$ cat config.mk
export PLATFORM = sky130hd
export DESIGN_NAME = circular_list_insert_remove_all_core
export DESIGN_NICKNAME = d
export VERILOG_FILES = /design/src/rtl/clist_pkg.sv /design/src/rtl/clist_ctrl.sv /design/src/rtl/clist_dp.sv /design/src/rtl/circular_list_insert_remove_all_core.sv
export SDC_FILE = /design/constraint.sdc
export NUM_CORES = 1
export LEC_CHECK = 0
export ABC_AREA = 1
export BUFFER_PORTS_ARGS = -buffer_cell sky130_fd_sc_hd__buf_2
export CAP_MARGIN = 20
export CORE_UTILIZATION = 25
export CTS_BUF_LIST = sky130_fd_sc_hd__clkbuf_4 sky130_fd_sc_hd__clkbuf_8
export DETAILED_ROUTE_END_ITERATION = 8
export PLACE_DENSITY = 0.39
export SLEW_MARGIN = 20
export SYNTH_ARGS = -nofsm -noshare
export SYNTH_HDL_FRONTEND = slang
export SYNTH_SLANG_ARGS = --single-unit
$ cat constraint.sdc
create_clock -name i_clk -period 7.1 [get_ports i_clk]
set_input_delay 0.71 -clock i_clk [delete_from_list [all_inputs] [get_ports i_clk]]
set_output_delay 0.71 -clock i_clk [all_outputs]
set_load 0.01 [all_outputs]
$ cat src/rtl/clist_pkg.sv
// Shared constants, types and a helper function for the circular list block.
package clist_pkg;

    localparam int LIST_DEPTH = 16;
    localparam int IDX_W      = $clog2(LIST_DEPTH);
    localparam int CNT_W      = $clog2(LIST_DEPTH + 1);
    localparam int DATA_W     = 32;
    localparam int CMD_W      = 3;
    localparam int ST_W       = 2;
    localparam int OCC_W      = 5;

    typedef logic [IDX_W-1:0]  t_idx;
    typedef logic [CNT_W-1:0]  t_cnt;
    typedef logic [CMD_W-1:0]  t_cmd;
    typedef logic [ST_W-1:0]   t_status;

    localparam t_cmd CMD_INS_FRONT = 3'd0;
    localparam t_cmd CMD_INS_BACK  = 3'd1;
    localparam t_cmd CMD_LIST      = 3'd2;
    localparam t_cmd CMD_REMOVE    = 3'd3;
    localparam t_cmd CMD_CLEAR     = 3'd4;

    localparam t_status ST_OK        = 2'd0;
    localparam t_status ST_EMPTY     = 2'd1;
    localparam t_status ST_FULL      = 2'd2;
    localparam t_status ST_NOT_FOUND = 2'd3;

    typedef struct packed {
        logic    latch;
        logic    insert;
        logic    clear;
        logic    start;
        logic    list_step;
        logic    rem_step;
        logic    resp;
        t_status status;
    } t_dp_cmd;

    typedef struct packed {
        t_cmd cmd;
        logic empty;
        logic full;
        logic last;
        logic removed_zero;
        logic out_free;
    } t_dp_stat;

    function automatic t_idx slot_of(input t_idx front, input t_idx off);
        logic [IDX_W:0] sum;
        sum = {1'b0, front} + {1'b0, off};
        if (sum >= (IDX_W+1)'(LIST_DEPTH)) begin
            sum = sum - (IDX_W+1)'(LIST_DEPTH);
        end
        return sum[IDX_W-1:0];
    endfunction

endpackage

$ cat src/rtl/clist_ctrl.sv
// Command sequencer for the circular list block.
module clist_ctrl (
    input  logic                i_clk,
    input  logic                i_rst_n,
    input  logic                i_valid,
    input  clist_pkg::t_dp_stat i_stat,
    output clist_pkg::t_dp_cmd  o_ctl,
    output logic                o_busy
);

    localparam logic [2:0] S_IDLE   = 3'd0;
    localparam logic [2:0] S_DISP   = 3'd1;
    localparam logic [2:0] S_WALK_L = 3'd2;
    localparam logic [2:0] S_WALK_R = 3'd3;
    localparam logic [2:0] S_RESP   = 3'd4;

    logic [2:0]         r_state, n_state;
    clist_pkg::t_status r_resp_st, n_resp_st;
    logic               r_rem, n_rem;

    assign o_busy = (r_state != S_IDLE);

    always_comb begin
        n_state   = r_state;
        n_resp_st = r_resp_st;
        n_rem     = r_rem;
        o_ctl     = '0;
        o_ctl.status = (r_rem && i_stat.removed_zero) ? clist_pkg::ST_NOT_FOUND : r_resp_st;
        unique case (r_state)
            S_IDLE: begin
                if (i_valid) begin
                    o_ctl.latch = 1'b1;
                    n_state     = S_DISP;
                end
            end
            S_DISP: begin
                n_rem = 1'b0;
                case (i_stat.cmd) inside
                    clist_pkg::CMD_INS_FRONT, clist_pkg::CMD_INS_BACK: begin
                        n_state = S_RESP;
                        if (i_stat.full) begin
                            n_resp_st = clist_pkg::ST_FULL;
                        end else begin
                            o_ctl.insert = 1'b1;
                            n_resp_st    = clist_pkg::ST_OK;
                        end
                    end
                    clist_pkg::CMD_LIST, clist_pkg::CMD_REMOVE, clist_pkg::CMD_CLEAR: begin
                        n_resp_st = clist_pkg::ST_OK;
                        if (i_stat.empty) begin
                            n_resp_st = clist_pkg::ST_EMPTY;
                            n_state   = S_RESP;
                        end else if (i_stat.cmd == clist_pkg::CMD_CLEAR) begin
                            o_ctl.clear = 1'b1;
                            n_state     = S_RESP;
                        end else if (i_stat.cmd == clist_pkg::CMD_LIST) begin
                            o_ctl.start = 1'b1;
                            n_state     = S_WALK_L;
                        end else begin
                            o_ctl.start = 1'b1;
                            n_rem       = 1'b1;
                            n_state     = S_WALK_R;
                        end
                    end
                    default: begin
                        n_state = S_IDLE;
                    end
                endcase
            end
            S_WALK_L: begin
                if (i_stat.out_free) begin
                    o_ctl.list_step = 1'b1;
                    if (i_stat.last) begin
                        n_state = S_IDLE;
                    end
                end
            end
            S_WALK_R: begin
                o_ctl.rem_step = 1'b1;
                if (i_stat.last) begin
                    n_state = S_RESP;
                end
            end
            S_RESP: begin
                if (i_stat.out_free) begin
                    o_ctl.resp = 1'b1;
                    n_state    = S_IDLE;
                end
            end
            default: begin
                n_state = S_IDLE;
            end
        endcase
    end

    always_ff @(posedge i_clk) begin
        if (!i_rst_n) begin
            r_state   <= S_IDLE;
            r_resp_st <= clist_pkg::ST_OK;
            r_rem     <= 1'b0;
        end else begin
            r_state   <= n_state;
            r_resp_st <= n_resp_st;
            r_rem     <= n_rem;
        end
    end

endmodule

$ cat src/rtl/clist_dp.sv
// Datapath of the circular list block: entry memory, pointers and result register.
module clist_dp (
    input  logic                            i_clk,
    input  logic                            i_rst_n,
    input  logic [clist_pkg::CMD_W-1:0]     i_command,
    input  logic signed [clist_pkg::DATA_W-1:0] i_value,
    input  clist_pkg::t_dp_cmd              i_ctl,
    input  logic                            i_stall,
    output clist_pkg::t_dp_stat             o_stat,
    output logic                            o_valid,
    output logic signed [clist_pkg::DATA_W-1:0] o_entry_value,
    output logic                            o_last_flag,
    output logic [clist_pkg::ST_W-1:0]      o_status,
    output logic [clist_pkg::OCC_W-1:0]     o_removed_count,
    output logic [clist_pkg::OCC_W-1:0]     o_occupancy
);

    localparam int IDX_W = clist_pkg::IDX_W;
    localparam int CNT_W = clist_pkg::CNT_W;

    logic [clist_pkg::DATA_W-1:0] r_mem [clist_pkg::LIST_DEPTH];
    logic [clist_pkg::DATA_W-1:0] r_rdata;

    clist_pkg::t_cmd    r_cmd;
    logic [clist_pkg::DATA_W-1:0] r_val;
    clist_pkg::t_idx    r_front;
    clist_pkg::t_cnt    r_count;
    clist_pkg::t_idx    r_idx;
    clist_pkg::t_cnt    r_kept;
    clist_pkg::t_cnt    r_removed;

    logic                         r_ovalid;
    logic [clist_pkg::DATA_W-1:0] r_oval;
    logic                         r_olast;
    clist_pkg::t_status           r_ost;
    clist_pkg::t_cnt              r_orem;
    clist_pkg::t_cnt              r_oocc;

    logic                         is_last;
    logic                         match;
    logic                         step;
    logic                         out_free;
    clist_pkg::t_cnt              kept_next;
    clist_pkg::t_idx              front_dec;
    clist_pkg::t_idx              rd_off;
    clist_pkg::t_idx              rd_addr;
    logic                         we;
    clist_pkg::t_idx              waddr;
    logic [clist_pkg::DATA_W-1:0] wdata;

    assign is_last   = ((CNT_W'(r_idx) + CNT_W'(1)) == r_count);
    assign match     = (r_rdata == r_val);
    assign step      = i_ctl.list_step | i_ctl.rem_step;
    assign out_free  = !r_ovalid || !i_stall;
    assign kept_next = match ? r_kept : r_kept + CNT_W'(1);
    assign front_dec = (r_front == '0) ? IDX_W'(clist_pkg::LIST_DEPTH - 1)
                                       : r_front - IDX_W'(1);
    assign rd_off    = i_ctl.start ? '0 : (step ? r_idx + IDX_W'(1) : r_idx);
    assign rd_addr   = clist_pkg::slot_of(r_front, rd_off);

    always_comb begin
        we    = 1'b0;
        waddr = clist_pkg::slot_of(r_front, r_kept[IDX_W-1:0]);
        wdata = r_rdata;
        if (i_ctl.insert) begin
            we    = 1'b1;
            wdata = r_val;
            if (r_cmd == clist_pkg::CMD_INS_FRONT) begin
                waddr = front_dec;
            end else begin
                waddr = clist_pkg::slot_of(r_front, r_count[IDX_W-1:0]);
            end
        end else if (i_ctl.rem_step && !match) begin
            we = 1'b1;
        end
    end

    always_ff @(posedge i_clk) begin
        if (we) begin
            r_mem[waddr] <= wdata;
        end
        r_rdata <= r_mem[rd_addr];
    end

    always_ff @(posedge i_clk) begin
        if (!i_rst_n) begin
            r_front  <= '0;
            r_count  <= '0;
            r_ovalid <= 1'b0;
        end else begin
            if (i_ctl.insert) begin
                r_count <= r_count + CNT_W'(1);
                if (r_cmd == clist_pkg::CMD_INS_FRONT) begin
                    r_front <= front_dec;
                end
            end
            if (i_ctl.clear) begin
                r_count <= '0;
                r_front <= '0;
            end
            if (i_ctl.rem_step && is_last) begin
                r_count <= kept_next;
            end
            if (i_ctl.list_step || i_ctl.resp) begin
                r_ovalid <= 1'b1;
            end else if (!i_stall) begin
                r_ovalid <= 1'b0;
            end
        end
    end

    always_ff @(posedge i_clk) begin
        if (i_ctl.latch) begin
            r_cmd     <= i_command;
            r_val     <= i_value;
            r_removed <= '0;
        end
        if (i_ctl.start) begin
            r_idx  <= '0;
            r_kept <= '0;
        end
        if (step) begin
            r_idx <= r_idx + IDX_W'(1);
        end
        if (i_ctl.rem_step) begin
            r_kept <= kept_next;
            if (is_last) begin
                r_removed <= r_count - kept_next;
            end
        end
        if (i_ctl.list_step) begin
            r_oval  <= r_rdata;
            r_olast <= is_last;
            r_ost   <= clist_pkg::ST_OK;
            r_orem  <= '0;
            r_oocc  <= r_count;
        end else if (i_ctl.resp) begin
            r_oval  <= '0;
            r_olast <= 1'b1;
            r_ost   <= i_ctl.status;
            r_orem  <= r_removed;
            r_oocc  <= r_count;
        end
    end

    assign o_stat.cmd          = r_cmd;
    assign o_stat.empty        = (r_count == '0);
    assign o_stat.full         = (r_count >= CNT_W'(clist_pkg::LIST_DEPTH));
    assign o_stat.last         = is_last;
    assign o_stat.removed_zero = (r_removed == '0);
    assign o_stat.out_free     = out_free;

    assign o_valid         = r_ovalid;
    assign o_entry_value   = r_oval;
    assign o_last_flag     = r_olast;
    assign o_status        = r_ost;
    assign o_removed_count = clist_pkg::OCC_W'(r_orem);
    assign o_occupancy     = clist_pkg::OCC_W'(r_oocc);

endmodule

$ cat src/rtl/circular_list_insert_remove_all_core.sv
// Insert and clear pass through the dispatch and response states before the result register is loaded.
// List gives one result per cycle while the output is not stalled; remove walks the list at one
// entry per cycle, bound by the memory port, and then loads its result.
// One item is worked on at a time; the next is accepted once the result register is loaded.
// Reset is synchronous and active low; it empties the list, entry memory is not cleared.
// Top level of the circular list block: sequencer and datapath.
module circular_list_insert_remove_all_core (
    input  logic                            i_clk,
    input  logic                            i_rst_n,
    input  logic                            i_valid,
    output logic                            o_stall,
    input  logic [clist_pkg::CMD_W-1:0]     i_command,
    input  logic signed [clist_pkg::DATA_W-1:0] i_value,
    output logic                            o_valid,
    input  logic                            i_stall,
    output logic signed [clist_pkg::DATA_W-1:0] o_entry_value,
    output logic                            o_last_flag,
    output logic [clist_pkg::ST_W-1:0]      o_status,
    output logic [clist_pkg::OCC_W-1:0]     o_removed_count,
    output logic [clist_pkg::OCC_W-1:0]     o_occupancy
);

    clist_pkg::t_dp_cmd  ctl;
    clist_pkg::t_dp_stat stat;
    logic                busy;

    assign o_stall = busy;

    clist_ctrl u_ctrl (
        .i_clk   (i_clk),
        .i_rst_n (i_rst_n),
        .i_valid (i_valid),
        .i_stat  (stat),
        .o_ctl   (ctl),
        .o_busy  (busy)
    );

    clist_dp u_dp (
        .i_clk           (i_clk),
        .i_rst_n         (i_rst_n),
        .i_command       (i_command),
        .i_value         (i_value),
        .i_ctl           (ctl),
        .i_stall         (i_stall),
        .o_stat          (stat),
        .o_valid         (o_valid),
        .o_entry_value   (o_entry_value),
        .o_last_flag     (o_last_flag),
        .o_status        (o_status),
        .o_removed_count (o_removed_count),
        .o_occupancy     (o_occupancy)
    );

`ifndef ASSERT_OFF
    a_status_last: assert property (@(posedge i_clk) disable iff (!i_rst_n)
        o_valid && o_status != clist_pkg::ST_OK |-> o_last_flag)
        else $error("non-ok result not marked last");

    a_removed_ok: assert property (@(posedge i_clk) disable iff (!i_rst_n)
        o_valid && o_removed_count != '0 |-> o_status == clist_pkg::ST_OK && o_last_flag)
        else $error("removal count on a wrong result");

    a_busy_after_accept: assert property (@(posedge i_clk) disable iff (!i_rst_n)
        i_valid && !o_stall |=> o_stall)
        else $error("accepted item did not make the block busy");

    a_occupancy_range: assert property (@(posedge i_clk) disable iff (!i_rst_n)
        o_valid |-> o_occupancy <= clist_pkg::LIST_DEPTH)
        else $error("occupancy beyond list depth");
`endif

endmodule

==> out/results.txt, run 1 <==
Status = completed
Initial antenna violation count = 2
WP buf/inv = 5
First-pass GRT wire length = 111000 um
Hold_buf cts = 0
Hpwl dp = 41100 um
Port buffer count = 85
Clock sink count = 654
Layout overhead on the synthesized area = 17.1%
# rows = 121
Post-CTS Setup Bufs = 0
Sequential element share of the synthesized area = 69.5%
Vias in the first global route = 16435
Synthesized instance count = 2120
Distinct cell type count after synthesis = 40
TNS Setup = 0 ns
CTS root buf = clkbuf_8
P per Cell Area = 302 nW/um^2
Max incr delay on CP = 0.85 ns
I/O pin cnt = 86
EDFF count, synth = 594
Critical Path, Cell by Cell = inv_1 > ha_1 > nand4_1 > nand4_2 > nand2_4 > inv_1 > nand2_1 > o21ai_0 > fa_4 > clkinv_2 > buf_4 > buf_4 > o21ai_0 > mux2_2 > nand2_1 > o21ai_2
Post-Syn Nets = 2182
Worst Setup End Kind = register
Worst Setup Start Kind = register
Drt first pass iters = 5
Worst-case clock buffer depth = 3
CTS tree = built
Final RePlAce weighted congestion = 0.770
Post_cts resized = 0
Crit path time final = 4.94 ns
Data required, critical path = 7.69 ns
Skew final = 0.0442 ns
Fmax = 0.202 GHz
Die Y = 333 um
CP arrival = 5.54 ns
Full die area = 111000 um^2
WL per Instance = 19.9 um
GRT overflow = 0
Unrepaired setup endpoints after global routing = no
Drt via density = 4.33
NumNets Final = 2351
Crit path max-delay family = buffers and inverters
Post-synthesis register bit count = 654
Final period util = 69.6%
Starting Density = 25.2%
Largest net degree at the start of global routing = 147
Leakage = 0.0117 uW
Mean post-synth cell area = 12.9 um^2
Post-synthesis async set-or-reset flop share = 0%
Remaining DRCs = 0
Hold Fails Final Rpt = 0
Slew Limit Fails = 0
Count of final setup violators = 0
Worst skew pair latency = 0.75 ns
Filler instances = 11016
Routed Antenna Nets = 0
WS Path Type = register to register
Hold WS = 0.144 ns
H-tree Lvls = 3
Share of layout cells above drive strength 1 = 19.7%
Number of vias in the routed layout = 16483
Die X = 333 um
GR Util All Layers = 13.6%
Worst Hold Class = input pin to register
Starting DRT DRC Count = 1061
Ys flop type = edfxtp_1
Worst vdd rail ir drop = 0.000144 V
Critical-path maximum fanout = 73
Maxcap violations = 0
Core area = 109000 um^2
Mapped cell area = 27400 um^2
Routed WL = 75800 um
Worst-margin pin slew = 1.01 ns
CTS Buf Count = 117
Yosys warns = 0
Rel. slew slack = 32.8%
Critical-path top delay cell = fa_4
Worst-path clk slew = 0.06 ns
==> layout by cell type, fill, tap and decap left out, types with 57 or more instances in the layout <==
| cell | netlist | routed |
|---|---|---|
| o21ai_0 | 301 | 299 |
| dfxtp_1 | 60 | 60 |
| clkbuf_8 | 0 | 126 |
| a21oi_1 | 150 | 150 |
| nand2_1 | 211 | 210 |
| mux2i_1 | 160 | 160 |
| buf_2 | 33 | 85 |
| edfxtp_1 | 594 | 594 |
| buf_4 | 12 | 57 |
| nor2_1 | 92 | 83 |
| inv_1 | 220 | 211 |
==> layout make-up <==
| class | count | area, um^2 | area share, % |
|---|---|---|---|
| multi-input cells | 1138 | 7080 | 22.1 |
| well taps | 1414 | 1770 | 5.52 |
| flip-flops and latches | 654 | 19000 | 59.4 |
| repair buffers | 145 | 913 | 2.85 |
| diodes | 1 | 2.50 | 0.00780 |
| clock buffers | 175 | 2100 | 6.55 |
| clock inverters | 45 | 284 | 0.886 |
| inverters | 233 | 878 | 2.74 |
==> power breakdown <==
part           switching (uW)  leakage [uW]  total, uW  internal [uW]
Clock                    1610       0.00126       3580           1970
Combinational             934       0.00454       1350            420
Sequential                106       0.00590       4760           4650
Total                    2650        0.0117       9690           7040
==> per-stage QoR <==
| stage | setup WS (ns) | area [um^2] | power, uW | std cells | util, % |
|---|---|---|---|---|---|
| floorplan | 3.66 | 27400 | 5640 | 2120 | - |
| global placement | 2.19 | 29700 | 6200 | 3584 | 27.3 |
| detailed placement | 2.10 | 29700 | 6220 | 3584 | 27.3 |
| CTS | 2.07 | 32100 | 9860 | 3804 | 29.5 |
| global route | 1.74 | 32100 | 10200 | 3805 | 29.5 |
| finish | 2.16 | 32100 | 9690 | 3805 | 29.5 |
==> synthesized netlist by cell type (33+ instances only) <==
cell type,n,share of area [%]
inv_1,220,3.0
clkbuf_1,35,0.48
nand3_1,38,0.69
mux2i_1,160,5.8
o21ai_0,301,5.5
buf_2,33,0.60
nand2_1,211,2.9
o21ai_2,33,1.1
nor2_1,92,1.3
dfxtp_1,60,4.4
edfxtp_1,594,65
a21oi_1,150,2.7
==> kinds of logic (layout without fill, tap and decap cells) <==
logic type      after synthesis  after routing  synth area share (%)
compound gates              503            503                  9.73
xor+xnor                     41             41                  1.34
fa+ha+maj                    23             23                  1.16
buf+inv                     328            598                  5.04
flops                       654            654                  69.5
mux                         192            192                  7.16
other cells                   0              1                     0
simple gates                379            379                  6.06
==> registers in the layout, indices dropped and copies added (netlist names) <==
name,flops
u_dp.r_mem,512
u_dp.r_cmd,3
u_dp.r_front,4
u_dp.r_kept,5
u_dp.r_idx,4
u_dp.o_last_flag,1
u_dp.r_val,32
u_dp.o_removed_count,5
u_dp.o_valid,1
u_ctrl.r_resp_st,2
u_dp.o_entry_value,32
u_ctrl.r_state,3
u_dp.r_removed,5
u_dp.r_count,5
u_ctrl.r_rem,1
u_dp.o_occupancy,5
u_dp.r_rdata,32
u_dp.o_status,2
==> routing by layer <==
metal | track usage (%) | share of wire (%)
met5 | 0 | 0
met4 | 3.70 | 2.1
met3 | 2.23 | 3.8
met2 | 22.3 | 47
met1 | 18.4 | 47
==> worst paths after layout <==
check	from	endpoint	slack (ns)	cells after the start
worst max register to register	u_dp.r_count[1]$_SDFFE_PN0P_	u_dp.r_rdata[8]$_DFF_P_	2.16	16
worst max-delay path	u_dp.r_count[1]$_SDFFE_PN0P_	u_dp.r_rdata[8]$_DFF_P_	2.16	16
worst min register to register	u_ctrl.r_resp_st[1]$_SDFFE_PN0P_	u_ctrl.r_resp_st[1]$_SDFFE_PN0P_	0.48	2
worst min-delay path	i_value[29]	u_dp.r_val[29]$_DFFE_PP_	0.14	1
Note: power is estimated with default switching activity, not from simulation.
==> run 2: changes to the inputs <==
Clock period 7.1 ns to 4.6 ns, I/O delays scaled along.
==> run 2 against run 1 <==
  * Core utilization grew 0.52 points
  * Critical path type unchanged
  * Hold slack improved by 0.033 ns
  * Sequential power increased by 54%
  * First-iteration DRC count decreased by 1.6%
  * Via count increased by 0.99%
  * Wire length rose by 1.8%
==> out/results.txt, run 2 (synthesis gave the netlist of run 1 again) <==
Status = completed (unchanged)
Share of layout cells above drive strength 1 = 19.8% (was 19.7%)
Footprint of the multi-input gates = 7090 um^2 (was 7080 um^2)
CTS root buf = clkbuf_8 (unchanged)
Worst-margin pin slew = 1.04 ns (was 1.01 ns)
Worst Setup Start Kind = register (unchanged)
Post-CTS Setup Bufs = 0 (unchanged)
CTS Buf Count = 115 (was 117)
Die X = 333 um (unchanged)
Drt via density = 4.32 (was 4.33)
WS Path Type = register to register (unchanged)
Port buffer count = 85 (unchanged)
GRT overflow = 0 (unchanged)
Final RePlAce weighted congestion = 0.751 (was 0.770)
Worst Hold Class = input pin to register (unchanged)
Starting DRT DRC Count = 1044 (was 1061)
Die Y = 333 um (unchanged)
Most frequent cells in the layout = edfxtp_1, o21ai_0, inv_1 (unchanged)
H-tree Lvls = 3 (unchanged)
Grt peak-use layer = met2 (unchanged)
Data required, critical path = 5.20 ns (was 7.69 ns)
Routed WL = 77200 um (was 75800 um)
GR Util All Layers = 13.9% (was 13.6%)
Final instance area = 32600 um^2 (was 32100 um^2)
Top reg by flops = u_dp.r_mem (unchanged)
# rows = 121 (unchanged)
GR Util met3 = 2.47% (was 2.23%)
NumNets Final = 2398 (was 2351)
WL per Instance = 20.0 um (was 19.9 um)
I/O pin cnt = 86 (unchanged)
Count of final setup violators = 0 (unchanged)
Critical-path maximum fanout = 23 (was 73)
CTS tree = built (unchanged)
Starting Density = 25.2% (unchanged)
Worst skew pair latency = 0.75 ns (about the same)
Leakage = 0.0119 uW (was 0.0117 uW)
Placed cell area = 29900 um^2 (was 29700 um^2)
Crit path time final = 3.80 ns (was 4.94 ns)
Clock sink count = 654 (unchanged)
Layout overhead on the synthesized area = 19.1% (was 17.1%)
Final period util = 82.6% (was 69.6%)
Hold Fails Final Rpt = 0 (unchanged)
Unrepaired setup endpoints after global routing = no (unchanged)
Remaining DRCs = 0 (unchanged)
TNS Setup = 0 ns (unchanged)
Worst vdd rail ir drop = 0.000208 V (was 0.000144 V)
Core area = 109000 um^2 (unchanged)
First-pass GRT wire length = 114000 um (was 111000 um)
Fmax = 0.263 GHz (was 0.202 GHz)
Rel. slew slack = 30.0% (was 32.8%)
Worst-case clock buffer depth = 3 (unchanged)
Drt first pass iters = 5 (unchanged)
Hold WS = 0.177 ns (was 0.144 ns)
Worst-path clk slew = 0.06 ns (about the same)
CP arrival = 4.40 ns (was 5.54 ns)
Number of vias in the routed layout = 16647 (was 16483)
Filler instances = 10978 (was 11016)
Met1 Use GR = 18.6% (was 18.4%)
Post_cts resized = 0 (unchanged)
Maxcap violations = 0 (unchanged)
Routed Antenna Nets = 0 (unchanged)
P per Cell Area = 458 nW/um^2 (was 302 nW/um^2)
Full die area = 111000 um^2 (unchanged)
Initial antenna violation count = 2 (unchanged)
Most common cell after layout, fill and taps aside = edfxtp_1 (unchanged)
Vias in the first global route = 17058 (was 16435)
Reg area = 19000 um^2 (unchanged)
Largest net degree at the start of global routing = 91 (was 147)
Met2 GRT Util = 22.9% (was 22.3%)
Skew final = 0.0504 ns (was 0.0442 ns)
Hpwl dp = 44400 um (was 41100 um)
Slew Limit Fails = 0 (unchanged)
Largest register FFs = 512 (unchanged)
Worst Setup End Kind = register (unchanged)
run 2: report_power, final:
group          total (uW)  switching (uW)  internal [uW]  leakage [uW]
Combinational        2200            1510            688       0.00481
Sequential           7330             148           7180       0.00590
Clock                5410            2450           2960       0.00122
Total               14900            4110          10800        0.0119
run 2: what timing repair did:
action                                  4_1_cts  5_1_grt
hold endpoints to repair                     40        0
endpoints found under the setup margin        0        0
hold buffers                                 36        0
run 2: critical path, stage by stage (launching register included):
cell     delay, ns
dfxtp_1       0.48
inv_1         0.13
ha_1          0.22
nand4_1       0.17
nand4_2       0.22
nand2_4       0.19
inv_1         0.07
nand2_1       0.05
o21ai_0       0.14
fa_4          0.96
buf_4         0.35
a21oi_1       0.07
o21ai_0       0.07
o21ai_0       0.11
mux2_2        0.28
nand2_1       0.11
o21ai_2       0.06
run 2: final timing paths:
kind,start,endpoint,slack (ns),depth (start not counted)
worst max-delay path,u_dp.r_count[0]$_SDFFE_PN0P_,u_dp.r_rdata[7]$_DFF_P_,0.80,16
worst max register to register,u_dp.r_count[0]$_SDFFE_PN0P_,u_dp.r_rdata[7]$_DFF_P_,0.80,16
worst min-delay path,i_valid,u_ctrl.r_state[0]$_SDFFE_PN0P_,0.18,5
worst min register to register,u_ctrl.r_resp_st[1]$_SDFFE_PN0P_,u_ctrl.r_resp_st[1]$_SDFFE_PN0P_,0.49,2
run 2: per-stage QoR:
stage,worst slack (ns),instances,utilization [%],power [uW]
3_3_place_gp,0.852,3597,27.5,9640
3_5_place_dp,0.803,3597,27.5,9680
2_1_floorplan,1.16,2120,-,8700
4_1_cts,0.750,3848,30.0,15200
5_1_grt,0.502,3852,30.0,15700
6_report,0.802,3853,30.0,14900
run 2: layout make-up:
type | instances | share of cell area, %
tap | 1414 | 5.42
clock inverter | 40 | 0.763
timing repair buffer | 194 | 4.70
sequential | 654 | 58.3
multi-input combinational | 1138 | 21.7
inverter | 233 | 2.70
clock buffer | 175 | 6.31
antenna | 5 | 0.0383
run 2: routing by layer:
metal / vias to the layer above / wire length (um)
met4: 0 / 1820
met3: 127 / 2680
met5: - / 0
met2: 272 / 36400
li1: 7995 / -
met1: 8253 / 36300
==> run 3: changes to the inputs <==
Settings changed: ABC_AREA 1 to 0.
Clock period 4.6 ns to 3.6 ns, I/O delays scaled along.
==> run 3 against run 2 <==
  * Maximum frequency rose by 7.9%
  * Via count down 14%
  * Cell area shrank 1.4%
  * Critical path depth did not move
  * Register-to-register slack got worse by 0.72 ns
  * Sequential cell count stayed put
  * Synthesized cell count fell by 31%
  * Wire length fell by 1.5%
  * Sequential power grew 16%
  * Worst setup slack worse by 0.72 ns
  * Clock-buffer cell count down 7
  * Clock power is 27% higher
  * Largest power group unchanged
==> out/results.txt, run 3 <==
Status = completed (unchanged)
CP arrival = 4.14 ns (was 4.40 ns)
Starting DRT DRC Count = 1023 (was 1044)
Hold Fails Final Rpt = 0 (unchanged)
First-pass GRT wire length = 108000 um (was 114000 um)
Worst slack at placement = -0.667 ns (was 0.803 ns)
Filler instances = 10082 (was 10978)
Tot Pwr = 16400 uW (was 14900 uW)
Die X = 324 um (was 333 um)
WL per Instance = 23.5 um (was 20.0 um)
Ys flop type = edfxtp_1 (unchanged)
Distinct cell type count after synthesis = 61 (was 40)
Synthesized instance count = 1456 (was 2120)
Post-synthesis async set-or-reset flop share = 0% (unchanged)
Post-Syn Nets = 1518 (was 2182)
Synth top area share = 68.9% (was 65.1%)
Leakage = 0.0109 uW (was 0.0119 uW)
Routed WL = 76000 um (was 77200 um)
Largest net degree at the start of global routing = 65 (was 91)
Mapped cell area = 25900 um^2 (was 27400 um^2)
Sequential element share of the synthesized area = 73.5% (was 69.5%)
Slew Limit Fails = 0 (unchanged)
Rel. slew slack = 47.1% (was 30.0%)
H-tree Lvls = 3 (unchanged)
Fmax = 0.284 GHz (was 0.263 GHz)
Full die area = 105000 um^2 (was 111000 um^2)
Final worst slack = 0.0809 ns (was 0.802 ns)
Port buffer count = 85 (unchanged)
Final instance area = 32200 um^2 (was 32600 um^2)
R2R Path Start = u_dp.r_val[29]$_DFFE_PP_ (was u_dp.r_count[0]$_SDFFE_PN0P_)
Number of vias in the routed layout = 14392 (was 16647)
Reg2Reg Depth = 16 (unchanged)
Skew final = 0.0584 ns (was 0.0504 ns)
CTS Buf Count = 114 (was 115)
Placed cell area = 29200 um^2 (was 29900 um^2)
I/O pin cnt = 86 (unchanged)
Maxcap violations = 0 (unchanged)
Share of layout cells above drive strength 1 = 31.9% (was 19.8%)
Worst skew pair latency = 0.78 ns (was 0.75 ns)
Mean post-synth cell area = 17.8 um^2 (was 12.9 um^2)
Hpwl dp = 43300 um (was 44400 um)
Reg2Reg Setup Slack = 0.08 ns (was 0.80 ns)
Most frequent cells in the layout = edfxtp_1, nand2_1, mux4_2 (was edfxtp_1, o21ai_0, inv_1)
Starting Density = 25.3% (was 25.2%)
Final RePlAce weighted congestion = 0.767 (was 0.751)
Layout overhead on the synthesized area = 24.2% (was 19.1%)
Data required, critical path = 4.22 ns (was 5.20 ns)
Cell taking the most area after synthesis = edfxtp_1 (unchanged)
Worst-path clk slew = 0.06 ns (about the same)
Critical-path maximum fanout = 3 (was 23)
Crit Reg-Reg Endpoint = u_dp.r_removed[4]$_DFF_P_ (was u_dp.r_rdata[7]$_DFF_P_)
Largest register FFs = 512 (unchanged)
Clock sink count = 654 (unchanged)
Crit path time final = 3.52 ns (was 3.80 ns)
NumNets Final = 1823 (was 2398)
Core area = 102000 um^2 (was 109000 um^2)
Worst Setup Start Kind = register (unchanged)
Top reg by flops = u_dp.r_mem (unchanged)
GRT overflow = 0 (unchanged)
Die Y = 324 um (was 333 um)
Worst-margin pin slew = 0.788 ns (was 1.04 ns)
Count of final setup violators = 0 (unchanged)
Worst Setup End Kind = register (unchanged)
Most frequent cells after synthesis = edfxtp_1, nand2_1, mux4_2 (was edfxtp_1, o21ai_0, inv_1)
Vias in the first global route = 15034 (was 17058)
Routed Antenna Nets = 0 (unchanged)
CP endpoint = u_dp.r_removed[4]$_DFF_P_ (was u_dp.r_rdata[7]$_DFF_P_)
Remaining DRCs = 0 (unchanged)
Worst Hold Class = input pin to register (unchanged)
Drt via density = 4.45 (was 4.32)
EDFF count, synth = 594 (unchanged)
Post-synthesis register bit count = 654 (unchanged)
Count leader, synth = edfxtp_1 (unchanged)
Unrepaired setup endpoints after global routing = yes (was no)
Drt first pass iters = 5 (unchanged)
CTS root buf = clkbuf_8 (unchanged)
CTS tree = built (unchanged)
Synth top area cells = edfxtp_1, mux4_2, dfxtp_1, nand2_1, xnor2_1 (was edfxtp_1, mux2i_1, o21ai_0, dfxtp_1, inv_1)
Most common cell after layout, fill and taps aside = edfxtp_1 (unchanged)
GR Util All Layers = 14.6% (was 13.9%)
Worst vdd rail ir drop = 0.000278 V (was 0.000208 V)
Worst Setup SP = u_dp.r_val[29]$_DFFE_PP_ (was u_dp.r_count[0]$_SDFFE_PN0P_)
Fin util = 31.5% (was 30.0%)
Worst-case clock buffer depth = 3 (unchanged)
Yosys warns = 0 (unchanged)
Final period util = 97.8% (was 82.6%)
Initial antenna violation count = 6 (was 2)
TNS Setup = 0 ns (unchanged)
P per Cell Area = 510 nW/um^2 (was 458 nW/um^2)
# rows = 117 (was 121)
WS Path Type = register to register (unchanged)
-- run 3: cell count changes after synthesis, sizes merged, moves of 30 or more --
cell and change:
o21ai -331, and2 +67, nor2 -69, nand3 -30, a31oi +32, buf -30
a211oi +33, a21oi -125, nand2 -30, mux2 -32, mux2i -155, mux4 +128
inv -222
-- run 3: worst min path at each step --
stage	endpoint	cells after the start	startpoint	slack [ns]
5_1_grt	u_dp.o_removed_count[2]$_SDFFE_PP0P_	4	i_stall	0.09
4_1_cts	u_dp.o_removed_count[2]$_SDFFE_PP0P_	4	i_stall	0.03
3_3_place_gp	u_dp.o_removed_count[4]$_SDFFE_PP0P_	2	u_dp.o_removed_count[4]$_SDFFE_PP0P_	0.44
6_report	u_dp.o_removed_count[3]$_SDFFE_PP0P_	4	i_stall	0.1
3_5_place_dp	u_dp.o_removed_count[4]$_SDFFE_PP0P_	2	u_dp.o_removed_count[4]$_SDFFE_PP0P_	0.45
2_1_floorplan	u_dp.o_occupancy[4]$_DFFE_PP_	0	u_dp.r_count[4]$_SDFFE_PN0P_	0.40
-- run 3: cell type report --
cell class / count / area [um^2] / share of cell area, %
well taps: 1368 / 1710 / 5.32
multi-input cells: 721 / 6760 / 21.0
repair buffers: 259 / 2290 / 7.12
inverters: 11 / 41.3 / 0.128
clock buffers: 168 / 2020 / 6.29
clock inverters: 47 / 299 / 0.929
flip-flops and latches: 654 / 19000 / 59.2
diodes: 3 / 7.51 / 0.0233
-- run 3: critical path: stages (launching register included) --
cell and delay (ns):
edfxtp_1 0.47, xnor2_2 0.20, buf_4 0.15, nand4_1 0.26, nor4_4 0.39, buf_4 0.21, a21bo_4 0.12, and2_4 0.15
ha_4 0.12, inv_2 0.04, fa_2 0.33, a21o_1 0.19, a21oi_2 0.14, xor2_1 0.17, xnor2_1 0.15, xnor2_1 0.10
a21o_1 0.19
-- run 3: logic make-up (layout without fill, tap and decap cells) --
| group | count (synthesis) | after routing | synth area share (%) |
|---|---|---|---|
| compound gates | 137 | 137 | 3.69 |
| buf+inv | 81 | 485 | 1.41 |
| simple gates | 368 | 368 | 6.75 |
| mux | 133 | 133 | 11.3 |
| other cells | 0 | 3 | 0 |
| fa+ha+maj | 23 | 23 | 1.23 |
| flops | 654 | 654 | 73.5 |
| xor+xnor | 60 | 60 | 2.10 |
-- run 3: repair_timing --
action                     4_1_cts  5_1_grt
hold endpoints to repair        37        0
gates cloned                     0        2
hold buffers                    36        0
pin swaps                       11       10
buffers inserted                 7        5
setup endpoints to repair        3       38
resized for setup               14        8
-- run 3: report_power, final --
part           internal (uW)  leakage, uW  switching [uW]
Clock                   3710      0.00124            3150
Sequential              8440      0.00586            84.0
Combinational            408      0.00382             603
Total                  12600       0.0109            3840
-- run 3: through the flow --
step,hold WS (ns),cells
floorplan,0.403,1456
global placement,0.444,2963
finish,0.0966,3231
CTS,0.0304,3221
detailed placement,0.454,2963
global route,0.0898,3231
-- run 3: routing by layer --
| layer | part of all wire [%] | up-vias | GRT usage, % |
|---|---|---|---|
| li1 | - | 6355 | - |
| met5 | 0 | - | 0 |
| met3 | 4.5 | 115 | 2.73 |
| met2 | 47 | 375 | 23.3 |
| met1 | 47 | 7547 | 20.2 |
| met4 | 2.0 | 0 | 3.85 |
